### config.mk
export PLATFORM = sky130hd
export DESIGN_NAME = velocity_pi_lowpass_controller
export DESIGN_NICKNAME = d
export VERILOG_FILES = /design/src/rtl/vplc_pkg.sv /design/src/rtl/vplc_smac.sv /design/src/rtl/velocity_pi_lowpass_controller.sv
export SDC_FILE = /design/constraint.sdc
export NUM_CORES = 1
export LEC_CHECK = 0
export BUFFER_PORTS_ARGS = -buffer_cell sky130_fd_sc_hd__buf_2
export CORE_MARGIN = 2
export CORE_UTILIZATION = 60
export CTS_BUF_LIST = sky130_fd_sc_hd__clkbuf_4
export CTS_CLUSTER_SIZE = 28
export DETAILED_ROUTE_END_ITERATION = 8
export MAX_ROUTING_LAYER = met4
export PLACE_DENSITY = 0.79
export SLEW_MARGIN = 10
export SYNTH_ARGS = -nofsm -noshare
export SYNTH_HDL_FRONTEND = slang
export SYNTH_SLANG_ARGS = --single-unit
### constraint.sdc
create_clock -name clk_i -period 6.2 [get_ports clk_i]
set_clock_uncertainty 0.1 [all_clocks]
set_input_delay 0.31 -clock clk_i [delete_from_list [all_inputs] [get_ports clk_i]]
set_output_delay 0.31 -clock clk_i [all_outputs]
set_load 0.05 [all_outputs]
### src/rtl/vplc_pkg.sv
// Shared types and constants of the velocity PI low-pass controller.
`timescale 1ns / 1ps

package vplc_pkg;

  // Field widths
  localparam int unsigned SPEED_W    = 16;
  localparam int unsigned GAIN_W     = 17;
  localparam int unsigned ERR_W      = 18;
  localparam int unsigned INTEG_W    = 15;
  localparam int unsigned DRIVE_W    = 18;
  localparam int unsigned IN_DATA_W  = 3 * SPEED_W;
  localparam int unsigned OUT_DATA_W = 24;

  // Serial multiplier geometry: signed multiplicand, unsigned multiplier
  localparam int unsigned MCAND_W  = ERR_W;
  localparam int unsigned MPLIER_W = GAIN_W;
  localparam int unsigned ACC_W    = 36;
  localparam int unsigned CNT_W    = $clog2(MPLIER_W);
  localparam int unsigned Q_SHIFT  = 16;
  localparam int unsigned QUOT_W   = ACC_W - Q_SHIFT;

  // Low-pass weights in Q16 (0.3 new, 0.7 old)
  localparam logic [MPLIER_W-1:0] NEW_WEIGHT = MPLIER_W'(19661);
  localparam logic [MPLIER_W-1:0] OLD_WEIGHT = MPLIER_W'(45875);

  // Integral clamp, sum width covers integral plus filtered error
  localparam int unsigned SUM_W = ERR_W + 1;
  localparam logic signed [SUM_W-1:0] INTEGRAL_LIMIT = SUM_W'(10000);

  // Drive saturation bounds
  localparam logic signed [QUOT_W-1:0] DRIVE_MAX = QUOT_W'(131071);
  localparam logic signed [QUOT_W-1:0] DRIVE_MIN = -QUOT_W'(131072);

  // Configuration register indexes
  localparam int unsigned CFG_ADDR_W = 1;
  localparam logic [CFG_ADDR_W-1:0] CFG_KP_GAIN = 1'b0;
  localparam logic [CFG_ADDR_W-1:0] CFG_KI_GAIN = 1'b1;

  // Sequencer states
  typedef enum logic [2:0] {
    ST_IDLE,
    ST_FILT,
    ST_INTEG,
    ST_DRIVE,
    ST_OUT
  } state_e;

  // Request into the serial multiply-accumulate unit: acc = a*x + b*y
  typedef struct packed {
    logic                       start;
    logic signed [MCAND_W-1:0]  mcand_a;
    logic        [MPLIER_W-1:0] mplier_a;
    logic signed [MCAND_W-1:0]  mcand_b;
    logic        [MPLIER_W-1:0] mplier_b;
  } mac_req_t;

endpackage

### src/rtl/vplc_smac.sv
// Bit-serial dual multiply-accumulate unit, one multiplier bit per cycle.
`timescale 1ns / 1ps

module vplc_smac (
  input  logic                                   clk_i,
  input  logic                                   rst_ni,
  input  vplc_pkg::mac_req_t                     req_i,
  output logic                                   done_o,
  output logic signed [vplc_pkg::ACC_W-1:0]      acc_o
);
  import vplc_pkg::*;

  logic                      busy_q, busy_d;
  logic                      done_q, done_d;
  logic [CNT_W-1:0]          cnt_q, cnt_d;
  logic signed [ACC_W-1:0]   ma_q, ma_d, mb_q, mb_d;
  logic [MPLIER_W-1:0]       xa_q, xa_d, xb_q, xb_d;
  logic signed [ACC_W-1:0]   acc_q, acc_d;
  logic signed [ACC_W-1:0]   part_a, part_b;

  // Partial products of the current multiplier bit
  assign part_a = xa_q[0] ? ma_q : '0;
  assign part_b = xb_q[0] ? mb_q : '0;

  // Load on start, then shift-and-add until all multiplier bits are used
  always_comb begin
    busy_d = busy_q;
    done_d = 1'b0;
    cnt_d  = cnt_q;
    ma_d   = ma_q;
    mb_d   = mb_q;
    xa_d   = xa_q;
    xb_d   = xb_q;
    acc_d  = acc_q;
    if (req_i.start) begin
      busy_d = 1'b1;
      cnt_d  = '0;
      ma_d   = ACC_W'(req_i.mcand_a);
      mb_d   = ACC_W'(req_i.mcand_b);
      xa_d   = req_i.mplier_a;
      xb_d   = req_i.mplier_b;
      acc_d  = '0;
    end else if (busy_q) begin
      acc_d = acc_q + part_a + part_b;
      ma_d  = ma_q <<< 1;
      mb_d  = mb_q <<< 1;
      xa_d  = xa_q >> 1;
      xb_d  = xb_q >> 1;
      cnt_d = cnt_q + 1'b1;
      if (cnt_q == CNT_W'(MPLIER_W - 1)) begin
        busy_d = 1'b0;
        done_d = 1'b1;
      end
    end
  end

  // Control state
  always_ff @(posedge clk_i or negedge rst_ni) begin
    if (!rst_ni) begin
      busy_q <= 1'b0;
      done_q <= 1'b0;
      cnt_q  <= '0;
    end else begin
      busy_q <= busy_d;
      done_q <= done_d;
      cnt_q  <= cnt_d;
    end
  end

  // Datapath shift registers
  always_ff @(posedge clk_i) begin
    ma_q  <= ma_d;
    mb_q  <= mb_d;
    xa_q  <= xa_d;
    xb_q  <= xb_d;
    acc_q <= acc_d;
  end

  assign done_o = done_q;
  assign acc_o  = acc_q;

endmodule

### src/rtl/velocity_pi_lowpass_controller.sv
// Top level: velocity PI controller with low-pass filtered error and clamped integral.
//
//  channel  | direction | handshake             | payload
//  ---------+-----------+-----------------------+-----------------------------------------
//  s_axis   | in        | tvalid / tready       | tdata: speed_setpoint, left_count, right_count
//  m_axis   | out       | tvalid / tready       | tdata: drive; tuser: integral_limited
//  cfg      | in        | cfg_valid_i/cfg_ready_o | cfg_addr_i register index, cfg_data_i value
//
// Each item makes two passes through the bit-serial multiply-accumulate unit
// (filter, then drive), with the integral and output sequencing states between and after.
// Reset clears the gains, the filtered error and the integral.
// An item waiting in the output register does not block the next input item;
// a finished drive is held in the sequencer until the output register is free.
// Configuration writes are always taken.
`timescale 1ns / 1ps

module velocity_pi_lowpass_controller (
  input  logic                                clk_i,
  input  logic                                rst_ni,
  // Input items
  input  logic                                s_axis_tvalid,
  output logic                                s_axis_tready,
  // [15:0] speed_setpoint, [31:16] left_count, [47:32] right_count
  input  logic [vplc_pkg::IN_DATA_W-1:0]      s_axis_tdata,
  // Result items
  output logic                                m_axis_tvalid,
  input  logic                                m_axis_tready,
  // [17:0] drive, [23:18] zero
  output logic [vplc_pkg::OUT_DATA_W-1:0]     m_axis_tdata,
  // [0] integral_limited
  output logic                                m_axis_tuser,
  // Configuration writes
  input  logic                                cfg_valid_i,
  output logic                                cfg_ready_o,
  input  logic [vplc_pkg::CFG_ADDR_W-1:0]     cfg_addr_i,
  input  logic [vplc_pkg::GAIN_W-1:0]         cfg_data_i
);
  import vplc_pkg::*;

  state_e                    state_q, state_d;
  logic [GAIN_W-1:0]         kp_q, ki_q;
  logic signed [ERR_W-1:0]   filt_q;
  logic signed [INTEG_W-1:0] integ_q;
  logic                      limited_q;
  logic                      out_valid_q;
  logic [DRIVE_W-1:0]        out_drive_q;
  logic                      out_flag_q;

  logic                      in_accept;
  logic                      out_free;
  logic                      load_filt, load_integ, load_out;
  mac_req_t                  mac_req;
  logic                      mac_done;
  logic signed [ACC_W-1:0]   mac_acc;

  logic signed [SPEED_W-1:0] target, left, right;
  logic signed [ERR_W-1:0]   err;
  logic signed [ACC_W-1:0]   acc_adj;
  logic signed [QUOT_W-1:0]  quot;
  logic signed [SUM_W-1:0]   sum;
  logic signed [INTEG_W-1:0] integ_new;
  logic                      limited_new;
  logic [DRIVE_W-1:0]        drive_sat;

  assign cfg_ready_o = 1'b1;

  // Input fields and raw speed error
  assign target = s_axis_tdata[SPEED_W-1:0];
  assign left   = s_axis_tdata[2*SPEED_W-1:SPEED_W];
  assign right  = s_axis_tdata[3*SPEED_W-1:2*SPEED_W];
  assign err    = ERR_W'(left) + ERR_W'(right) - ERR_W'(target);

  // Divide the accumulator by 2^16, truncating toward zero
  assign acc_adj = mac_acc + (mac_acc[ACC_W-1] ? ACC_W'((1 << Q_SHIFT) - 1) : ACC_W'(0));
  assign quot    = QUOT_W'(acc_adj >>> Q_SHIFT);

  // Integral update with clamp; landing on the limit is not flagged
  always_comb begin
    sum         = SUM_W'(integ_q) + SUM_W'(filt_q);
    integ_new   = INTEG_W'(sum);
    limited_new = 1'b0;
    if (sum > INTEGRAL_LIMIT) begin
      integ_new   = INTEG_W'(INTEGRAL_LIMIT);
      limited_new = 1'b1;
    end else if (sum < -INTEGRAL_LIMIT) begin
      integ_new   = INTEG_W'(-INTEGRAL_LIMIT);
      limited_new = 1'b1;
    end
  end

  // Drive saturation to 18 bits
  always_comb begin
    if (quot > DRIVE_MAX) begin
      drive_sat = DRIVE_W'(DRIVE_MAX);
    end else if (quot < DRIVE_MIN) begin
      drive_sat = DRIVE_W'(DRIVE_MIN);
    end else begin
      drive_sat = DRIVE_W'(quot);
    end
  end

  assign out_free  = !out_valid_q || m_axis_tready;
  assign in_accept = s_axis_tvalid && s_axis_tready;

  // Next state
  always_comb begin
    state_d = state_q;
    unique case (state_q)
      ST_IDLE:  if (in_accept) state_d = ST_FILT;
      ST_FILT:  if (mac_done) state_d = ST_INTEG;
      ST_INTEG: state_d = ST_DRIVE;
      ST_DRIVE: if (mac_done) state_d = ST_OUT;
      ST_OUT:   if (out_free) state_d = ST_IDLE;
      default:  state_d = ST_IDLE;
    endcase
  end

  // State outputs
  always_comb begin
    s_axis_tready    = 1'b0;
    load_filt        = 1'b0;
    load_integ       = 1'b0;
    load_out         = 1'b0;
    mac_req.start    = 1'b0;
    mac_req.mcand_a  = err;
    mac_req.mplier_a = NEW_WEIGHT;
    mac_req.mcand_b  = filt_q;
    mac_req.mplier_b = OLD_WEIGHT;
    unique case (state_q)
      ST_IDLE: begin
        s_axis_tready = 1'b1;
        mac_req.start = s_axis_tvalid;
      end
      ST_FILT: begin
        load_filt = mac_done;
      end
      ST_INTEG: begin
        load_integ       = 1'b1;
        mac_req.start    = 1'b1;
        mac_req.mcand_a  = filt_q;
        mac_req.mplier_a = kp_q;
        mac_req.mcand_b  = MCAND_W'(integ_new);
        mac_req.mplier_b = ki_q;
      end
      ST_DRIVE: begin
      end
      ST_OUT: begin
        load_out = out_free;
      end
      default: begin
      end
    endcase
  end

  // Control state, gains and loop state
  always_ff @(posedge clk_i or negedge rst_ni) begin
    if (!rst_ni) begin
      state_q     <= ST_IDLE;
      kp_q        <= '0;
      ki_q        <= '0;
      filt_q      <= '0;
      integ_q     <= '0;
      limited_q   <= 1'b0;
      out_valid_q <= 1'b0;
    end else begin
      state_q <= state_d;
      if (cfg_valid_i) begin
        unique case (cfg_addr_i)
          CFG_KP_GAIN: kp_q <= cfg_data_i;
          CFG_KI_GAIN: ki_q <= cfg_data_i;
          default: begin
          end
        endcase
      end
      if (load_filt) filt_q <= ERR_W'(quot);
      if (load_integ) begin
        integ_q   <= integ_new;
        limited_q <= limited_new;
      end
      if (load_out) begin
        out_valid_q <= 1'b1;
      end else if (m_axis_tready) begin
        out_valid_q <= 1'b0;
      end
    end
  end

  // Output item register
  always_ff @(posedge clk_i) begin
    if (load_out) begin
      out_drive_q <= drive_sat;
      out_flag_q  <= limited_q;
    end
  end

  vplc_smac u_smac (
    .clk_i  (clk_i),
    .rst_ni (rst_ni),
    .req_i  (mac_req),
    .done_o (mac_done),
    .acc_o  (mac_acc)
  );

  assign m_axis_tvalid = out_valid_q;
  assign m_axis_tdata  = OUT_DATA_W'(out_drive_q);
  assign m_axis_tuser  = out_flag_q;

endmodule

# Word level (Yosys, flattened, before mapping)
# Index checks and enable logic that the tools add are counted.
# W data, S select, Z words.
totals:
  reg_bits: 240
  inputBits: 71
  output_inout_bits: 28
op_classes:
  addsub: 7
  order_cmp: 4
  n_eq_ne: 9
  n_mux: 37
  bitwise: 1
  reduce_logical: 9
op_table:
  columns: ["op", "count"]
  rows:
  - ["$mux W36", 6]
  - ["$add A36 B36 Y36", 2]
  - ["$mux W70", 1]
  - ["$mux W17", 4]
  - ["$add A36 B17 Y36", 1]
  - ["$mux W15", 2]
  - ["$gt A20 B18 Y1 const B", 1]
  - ["$lt A20 B18 Y1 const B", 1]
  - ["$add A15 B18 Y19", 1]
  - ["$gt A19 B15 Y1 const B", 1]
  - ["$lt A19 B15 Y1 const B", 1]
  - ["$mux W18", 1]
  - ["$sub A17 B16 Y18", 1]
  - ["$add A16 B16 Y17", 1]
  - ["$mux W16", 1]
  - ["$pmux W3 S5", 1]
  - ["$mux W1", 14]
  - ["$mux W3", 4]
  - ["$mux W5", 2]
  - ["$eq A3 B2 Y1 const B", 2]
  - ["$add A5 B1 Y5 const B", 1]
  - ["$eq A5 B5 Y1 const B", 1]
  - ["$ne A2 B1 Y1 const B", 2]
  - ["$ne A2 B2 Y1 const B", 2]
  - ["11 further kinds", 13]

# Longest topological paths before layout
# Gate-level depths: netlist of the first run.
depth:
  word_depth: 6
  mapped_depth: 17

# Modules after synthesis
# Synthesis of the first run repeated with hierarchy kept, for this count alone.
unflattened:
  cells_unflattened: 1634
  area_unflattened_um2: 16079.2
modules_own_cells:
  columns: ["module", "instances", "cells_per_inst", "area_each_um2", "seq_area_each_um2"]
  rows:
  - ["vplc_smac", 1, 809, 8913.5, 4078.9]
  - ["velocity_pi_lowpass_controller", 1, 825, 7165.6, 2372.3]

# Worst setup path after synthesis of the first run
# OpenSTA, ideal clock, no wires.
synth_timing:
  path_type: "reg2reg"
  from: "reg u_smac.xb_q[0]"
  to: "reg u_smac.acc_q[35] (netlist: u_smac.acc_o[35])"
  setup_ps: 72
  t_arrival_ps: 3776
  path_slack_ps: 2252
  path_stages_with_launch: 17
  synth_period_minus_slack_ps: 3948
  cell_sequence: "edfxtp_1 -> clkbuf_1 -> clkbuf_1 -> nand2_1 -> fa_1 -> inv_1 -> ha_1 -> a21oi_1 -> nor3b_2 -> a211oi_1 -> o31a_1 -> a221o_1 -> nand3_1 -> a31oi_1 -> or3_1 -> a21boi_1 -> mux2i_1"
synth_via:
  elab_chain_cells: 2
synth_rtl:
  columns: ["item", "line", "text"]
  rows:
  - ["start, declared", "vplc_smac.sv:17", "logic [MPLIER_W-1:0] xa_q, xa_d, xb_q, xb_d;"]
  - ["start signal, assigned", "vplc_smac.sv:75", "xb_q <= xb_d;"]
  - ["$mux W36", "vplc_smac.sv:23", "assign part_b = xb_q[0] ? mb_q : '0;"]
  - ["$add A36 B36 Y36", "vplc_smac.sv:44", "acc_d = acc_q + part_a + part_b;"]
  - ["end signal, assigned", "vplc_smac.sv:76", "acc_q <= acc_d;"]
  - ["end, declared", "vplc_smac.sv:18", "logic signed [ACC_W-1:0] acc_q, acc_d;"]
# Every way passes these cells.
# A chain may end at the register's enable or synchronous reset.

# Final worst setup path of the first run
layout_timing:
  from: "reg u_smac.xa_q[0]"
  to: "reg u_smac.acc_q[35] (netlist: u_smac.acc_o[35])"
layout_via:
  elab_chain_cells: 3
layout_rtl:
  columns: ["item", "line", "text"]
  rows:
  - ["start, declared", "vplc_smac.sv:17", null]
  - ["start signal, assigned", "vplc_smac.sv:74", "xa_q <= xa_d;"]
  - ["$mux W36", "vplc_smac.sv:22", "assign part_a = xa_q[0] ? ma_q : '0;"]
  - ["$add A36 B36 Y36 (2 in series)", "vplc_smac.sv:44", null]
# Every way passes these cells.

==> results of run 1 <==
[cell usage after synthesis, drive strengths merged (4+ instances only)]
library cell    n  area share
nand2b         14      0.0059
xnor2          51       0.029
ha             87       0.071
o22a           18       0.010
o2111ai         4      0.0027
nor2b          11      0.0050
edfxtp        125        0.24
or3             5      0.0020
nand4          13      0.0053
mux2           36       0.026
a21o           46       0.023
fa             53       0.069
o31ai           6      0.0039
a211o           5      0.0029
inv           191       0.047
a211oi         14      0.0072
o22ai          15      0.0061
and3           19      0.0077
dfrtp          79        0.13
and2            8      0.0034
xor2           31       0.018
nand3          17      0.0055
nor2           93       0.023
buf            15      0.0057
a22oi           7      0.0034
o21bai          4      0.0020
dfxtp          36       0.047
a21oi          97       0.032
nand2         202       0.049
o21a           16      0.0083
a31oi          18      0.0083
clkbuf         48       0.012
a2111oi         4      0.0027
a22o           16      0.0091
o211ai         13      0.0067
nor3           12      0.0042
o21ai          68       0.022
mux2i          23       0.015
[per-layer routing]
layer  share of wire  GRT usage  wire length, um
met1            0.43      0.395            15700
met2            0.45      0.435            16600
met3           0.085     0.0578             3110
met4           0.029      0.110             1070
met5               0          -                0
[registers in the layout (all words and copies together) (netlist names), 18 cells and up]
signal	cells
out_drive_q	18
u_smac.mb_q	36
u_smac.acc_o	36
u_smac.ma_q	36
filt_q	18
[worst min-delay path, stage by stage]
cell	delay, ns
buf_2	0.08
ha_1	0.12
o21ai_0	0.08
a21oi_1	0.13
[area by class of cell]
class / count / share of cell area
multi-input cells: 1071 / 0.464
flip-flops and latches: 240 / 0.377
repair buffers: 122 / 0.0431
inverters: 191 / 0.0420
clock buffers: 94 / 0.0412
well taps: 330 / 0.0241
clock inverters: 26 / 0.00884
diodes: 1 / 0.000146
[cell families (layout without fill, tap and decap cells)]
| kind of cell | count (synthesis) | count (layout) | share of synthesized area |
|---|---|---|---|
| compound gates | 373 | 373 | 0.164 |
| xor+xnor | 82 | 82 | 0.0468 |
| fa+ha+maj | 140 | 140 | 0.140 |
| buf+inv | 254 | 433 | 0.0642 |
| flops | 240 | 240 | 0.420 |
| mux | 59 | 59 | 0.0414 |
| other cells | 2 | 8 | 0.000489 |
| simple gates | 410 | 410 | 0.122 |
[through the flow]
stage	worst slack, ns	util
detailed placement	1.70	0.639
global route	1.29	0.680
global placement	1.85	0.639
floorplan	2.25	-
finish	1.66	0.680
CTS	1.69	0.680
[timing repair]
action / in CTS / in global routing
hold endpoints to repair: 115 / 0
resized for setup: 0 / 0
hold buffers: 19 / 0
[final timing paths]
kind                                          start                            end  slack [ns]  cells past startpoint
min in group asynchronous                    rst_ni            ki_q[9]$_DFFE_PN0P_        0.24                      2
max in group asynchronous                    rst_ni        u_smac.busy_q$_DFF_PN0_        5.06                      2
min                                s_axis_tdata[16]   u_smac.ma_q[0]$_SDFFCE_PN0P_        0.05                      4
min reg2reg                 integ_q[13]$_DFFE_PN0P_        integ_q[13]$_DFFE_PN0P_        0.39                      1
max                        u_smac.xa_q[0]$_DFFE_PP_  u_smac.acc_o[35]$_SDFFE_PP0P_        1.66                     15
max reg2reg                u_smac.xa_q[0]$_DFFE_PP_  u_smac.acc_o[35]$_SDFFE_PP0P_        1.66                     15
==> impl_metrics.tcl, run 1 <==
set metrics [dict create \
    crit_type "reg2reg" \
    routed_wl_um 36500 \
    avgSynthCellArea_um2 9.84 \
    die_w_um 164 \
    dp_hpwl_um 25700 \
    grt_max_degree 80 \
    path_cells "buf_4 > nand2_1 > fa_1 > inv_1 > ha_1 > a21oi_1 > nor3b_2 > a211oi_1 > o31a_1 > a221o_1 > nand3_1 > a31oi_1 > or3_1 > a21boi_1 > mux2i_1" \
    nets 1903 \
    startpoint_type "register" \
    final_antenna_net_count 0 \
    layout_commonest_cell "nand2_1" \
    nFillCells 1948 \
    arrival_ns 5.06 \
    gp_congestion 0.962 \
    wl_per_cell_um 17.6 \
    crit_path_max_incr_delay_ns 0.80 \
    core-area_mm2 0.0252 \
    critPathRequiredTime_ns 6.72 \
    final_cell_area_mm2 0.0171 \
    max_freq_mhz 220 \
    multiInputGateArea_mm2 0.00795 \
    cts.path.max_buffers 3 \
    async_flop_share 0.329 \
    clk_pin_slew_ns 0.07 \
    grt_pass1_vias 11892 \
    slowest_stage "edfxtp_1" \
    drc_errors 0 \
    initial_core_util 0.609 \
    cts_buffers 66 \
    path_buf_inv 2 \
    dp_cells 1935 \
    setup_violations 0 \
    finalHoldViolations 0 \
    netlist_area_mm2 0.0153 \
    cts_tree "done" \
    num_vias 12069 \
    synth_enable_flop_cells 125 \
    timing.final.crit_period_ns 4.54 \
    ys_ff_latch 240 \
    regArea_mm2 0.00645 \
    synth.distinct_cells 85 \
    crit_fanout 19 \
    rsz0062_at_grt "no" \
    grt_usage 0.291 \
    crit_family "compound AO/OA/AOI/OAI gates" \
    maxSlewHeadroom 0.225 \
    die_y_um 164 \
    ys_warn_count 0 \
    cts.sinks 240 \
    layout_common_cells "nand2_1 (202), inv_1 (190), edfxtp_1 (125)" \
    io_pins 99 \
    cts_root_buffer "clkbuf_4" \
    status "completed" \
    end_kind "register" \
    grt_pass1_wl_um 59600 \
    first_iter_violations 945 \
    post_cts_buffers 0 \
    syn_inst 1560 \
    firstDrtPassIters 8 \
    stdcell_count 2075 \
    grt_antenna_before_repair 1 \
    viasPerCell 5.82 \
    finalSetupTns_ns 0 \
    fin_crit_sh 0.732 \
    worst_slew_pin_slew_ns 1.16 \
    fp-row-count 58 \
    place.port_buffers 91 \
    placed_area_mm2 0.0161 \
    whs_ns 0.0547 \
    hold_class "in2reg" \
    overflow 0 \
    synth_flop_cell "edfxtp_1" \
    die_area_mm2 0.0269 \
    maxCapViolCount 0 \
    slew_violations 0 \
    syn_to_final_growth_pct 11.6 \
    clock_latency_ns 0.71 \
    cts_max_level 3 \
    seq_area_frac_synth 0.420 \
    drive_above_1_share 0.157 \
]
Power of run 1 is left out: the tool's default activity adds up to more than one toggle a clock period on the data nets, which glitch-free logic cannot reach.
==> run 2, diff against run 1 <==
==> constraint.sdc (replaced) <==
create_clock -name clk_i -period 4.3 [get_ports clk_i]
set_clock_uncertainty 0.1 [all_clocks]
set_input_delay 0.215 -clock clk_i [delete_from_list [all_inputs] [get_ports clk_i]]
set_output_delay 0.215 -clock clk_i [all_outputs]
set_load 0.05 [all_outputs]
==> run 2 against run 1 <==
Setup slack worse by 1.5 ns. Register-to-register slack got worse by 1.5 ns. Critical endpoint unchanged. Via count rose by 1.4%. Critical path type unchanged. Worst hold slack improved by 0.044 ns. Utilization grew 0.79 points. Largest cell class unchanged. Sequential share of layout area decreased by 0.43 points. Critical path depth rose by 2.
==> impl_metrics.tcl, run 2 (synthesized netlist as in run 1, its figures left out) <==
set metrics [dict create \
    place.port_buffers 91 \
    critPathRequiredTime_ns 4.83 \
    initial_core_util 0.609 \
    status "completed" \
    syn_to_final_growth_pct 12.9 \
    startpoint_type "register" \
    gp_congestion 0.981 \
    ff2ff_path_depth 17 \
    cts_root_buffer "clkbuf_4" \
    wl_per_cell_um 17.8 \
    fin_crit_sh 0.954 \
    cts.path.max_buffers 3 \
    arrival_ns 4.63 \
    slowest_stage "edfxtp_1" \
    timing.final.crit_period_ns 4.10 \
    slew_violations 0 \
    r2r-start "u_smac.xb_q[0]$_DFFE_PP_" \
    crit_family "compound AO/OA/AOI/OAI gates" \
    grt_max_degree 80 \
    cts.sinks 240 \
    nets 1911 \
    nFillCells 1879 \
    maxSlewHeadroom 0.249 \
    drive_above_1_share 0.162 \
    hold_class "in2reg" \
    grt_pass1_wl_um 59200 \
    placed_area_mm2 0.0162 \
    cts_buffers 60 \
    io_pins 99 \
    overflow 0 \
    grt_pass1_vias 11798 \
    die_w_um 164 \
    crit_type "reg2reg" \
    setup_violations 0 \
    clk_pin_slew_ns 0.07 \
    r2r_slack_ns 0.20 \
    end_kind "register" \
    drc_errors 0 \
    num_vias 12237 \
    layout_common_cells "nand2_1 (202), inv_1 (190), edfxtp_1 (125)" \
    layout_commonest_cell "nand2_1" \
    worstHoldStart "cfg_valid_i" \
    dp_hpwl_um 26200 \
    path_buf_inv 3 \
    holdPathStages 4 \
    crit_top_cell "fa_1" \
    firstDrtPassIters 5 \
    grt_antenna_before_repair 1 \
    crit_path_max_incr_delay_ns 0.40 \
    hold_end "kp_q[12]$_DFFE_PN0P_" \
    finalSetupTns_ns 0 \
    grt_usage 0.287 \
    crit_fanout 18 \
    finalHoldViolations 0 \
    final_antenna_net_count 0 \
    maxCapViolCount 0 \
    cts_tree "done" \
    worst_slew_pin_slew_ns 1.13 \
    routed_wl_um 37100 \
    die_area_mm2 0.0269 \
    clock_latency_ns 0.74 \
    fp-row-count 58 \
    max_freq_mhz 244 \
    viasPerCell 5.87 \
    first_iter_violations 1009 \
    cts_max_level 2 \
    core-area_mm2 0.0252 \
    die_y_um 164 \
    path_cells "buf_4 > clkbuf_16 > and2_1 > fa_1 > ha_1 > inv_1 > fa_1 > nand2b_1 > a21o_1 > a211oi_2 > o31a_1 > a221o_1 > nand3_1 > a31oi_1 > or3_1 > a21boi_2 > mux2i_1" \
    final_cell_area_mm2 0.0173 \
    r2r-end "u_smac.acc_o[35]$_SDFFE_PP0P_" \
    worstSetupStartpoint "u_smac.xb_q[0]$_DFFE_PP_" \
]
run 2: stage by stage:
step | utilization | hold slack, ns | std cells | setup WS, ns
final | 0.688 | 0.0984 | 2083 | 0.197
after global routing | 0.688 | 0.0506 | 2083 | -0.0634
after CTS | 0.685 | 0.0359 | 2078 | 0.276
after detailed placement | 0.642 | 0.344 | 1941 | 0.345
after global placement | 0.642 | 0.335 | 1941 | 0.445
after floorplan | - | -0.181 | 1565 | 0.352
run 2: final cells by class:
type                            count  area (um^2)  area share
Antenna cell                        1         2.50    0.000144
Clock buffer                       95          713      0.0412
Clock inverter                     19          130     0.00751
Inverter                          191          719      0.0415
Multi-Input combinational cell   1071         7960       0.459
Sequential cell                   240         6450       0.372
Tap cell                          330          413      0.0238
Timing Repair Buffer              136          938      0.0542
run 2: worst max path at each step:
stage	slack, ns	cells after the start	end
6_report	0.20	17	u_smac.acc_o[35]$_SDFFE_PP0P_
4_1_cts	0.28	15	u_smac.acc_o[35]$_SDFFE_PP0P_
2_1_floorplan	0.35	16	u_smac.acc_o[35]$_SDFFE_PP0P_
5_1_grt	-0.06	17	u_smac.acc_o[35]$_SDFFE_PP0P_
3_5_place_dp	0.35	15	u_smac.acc_o[35]$_SDFFE_PP0P_
3_3_place_gp	0.44	15	u_smac.acc_o[35]$_SDFFE_PP0P_
run 2: worst reg2reg max path: cells and delay by family, from the launching register on:
family | cells | cell delay, ns
multiplexers | 1 | 0.19
AND/OR/NAND/NOR | 4 | 0.81
adder cells (fa/ha/maj) | 3 | 0.79
flip-flops | 1 | 0.40
AO/OA/AOI/OAI | 6 | 1.30
buffers and inverters | 3 | 0.43
run 2: what timing repair did:
| item | 4_1_cts | 5_1_grt |
|---|---|---|
| hold buffers | 23 | 0 |
| setup endpoints to repair | 0 | 1 |
| gates resized for setup | 0 | 3 |
| hold endpoints to repair | 118 | 0 |
| setup buffers | 0 | 2 |
run 2: per-layer routing:
layer,track usage,part of all wire
met5,-,0
met4,0.0973,0.028
met3,0.0606,0.095
met2,0.428,0.45
met1,0.393,0.43
Power of run 2 is left out for the same reason.
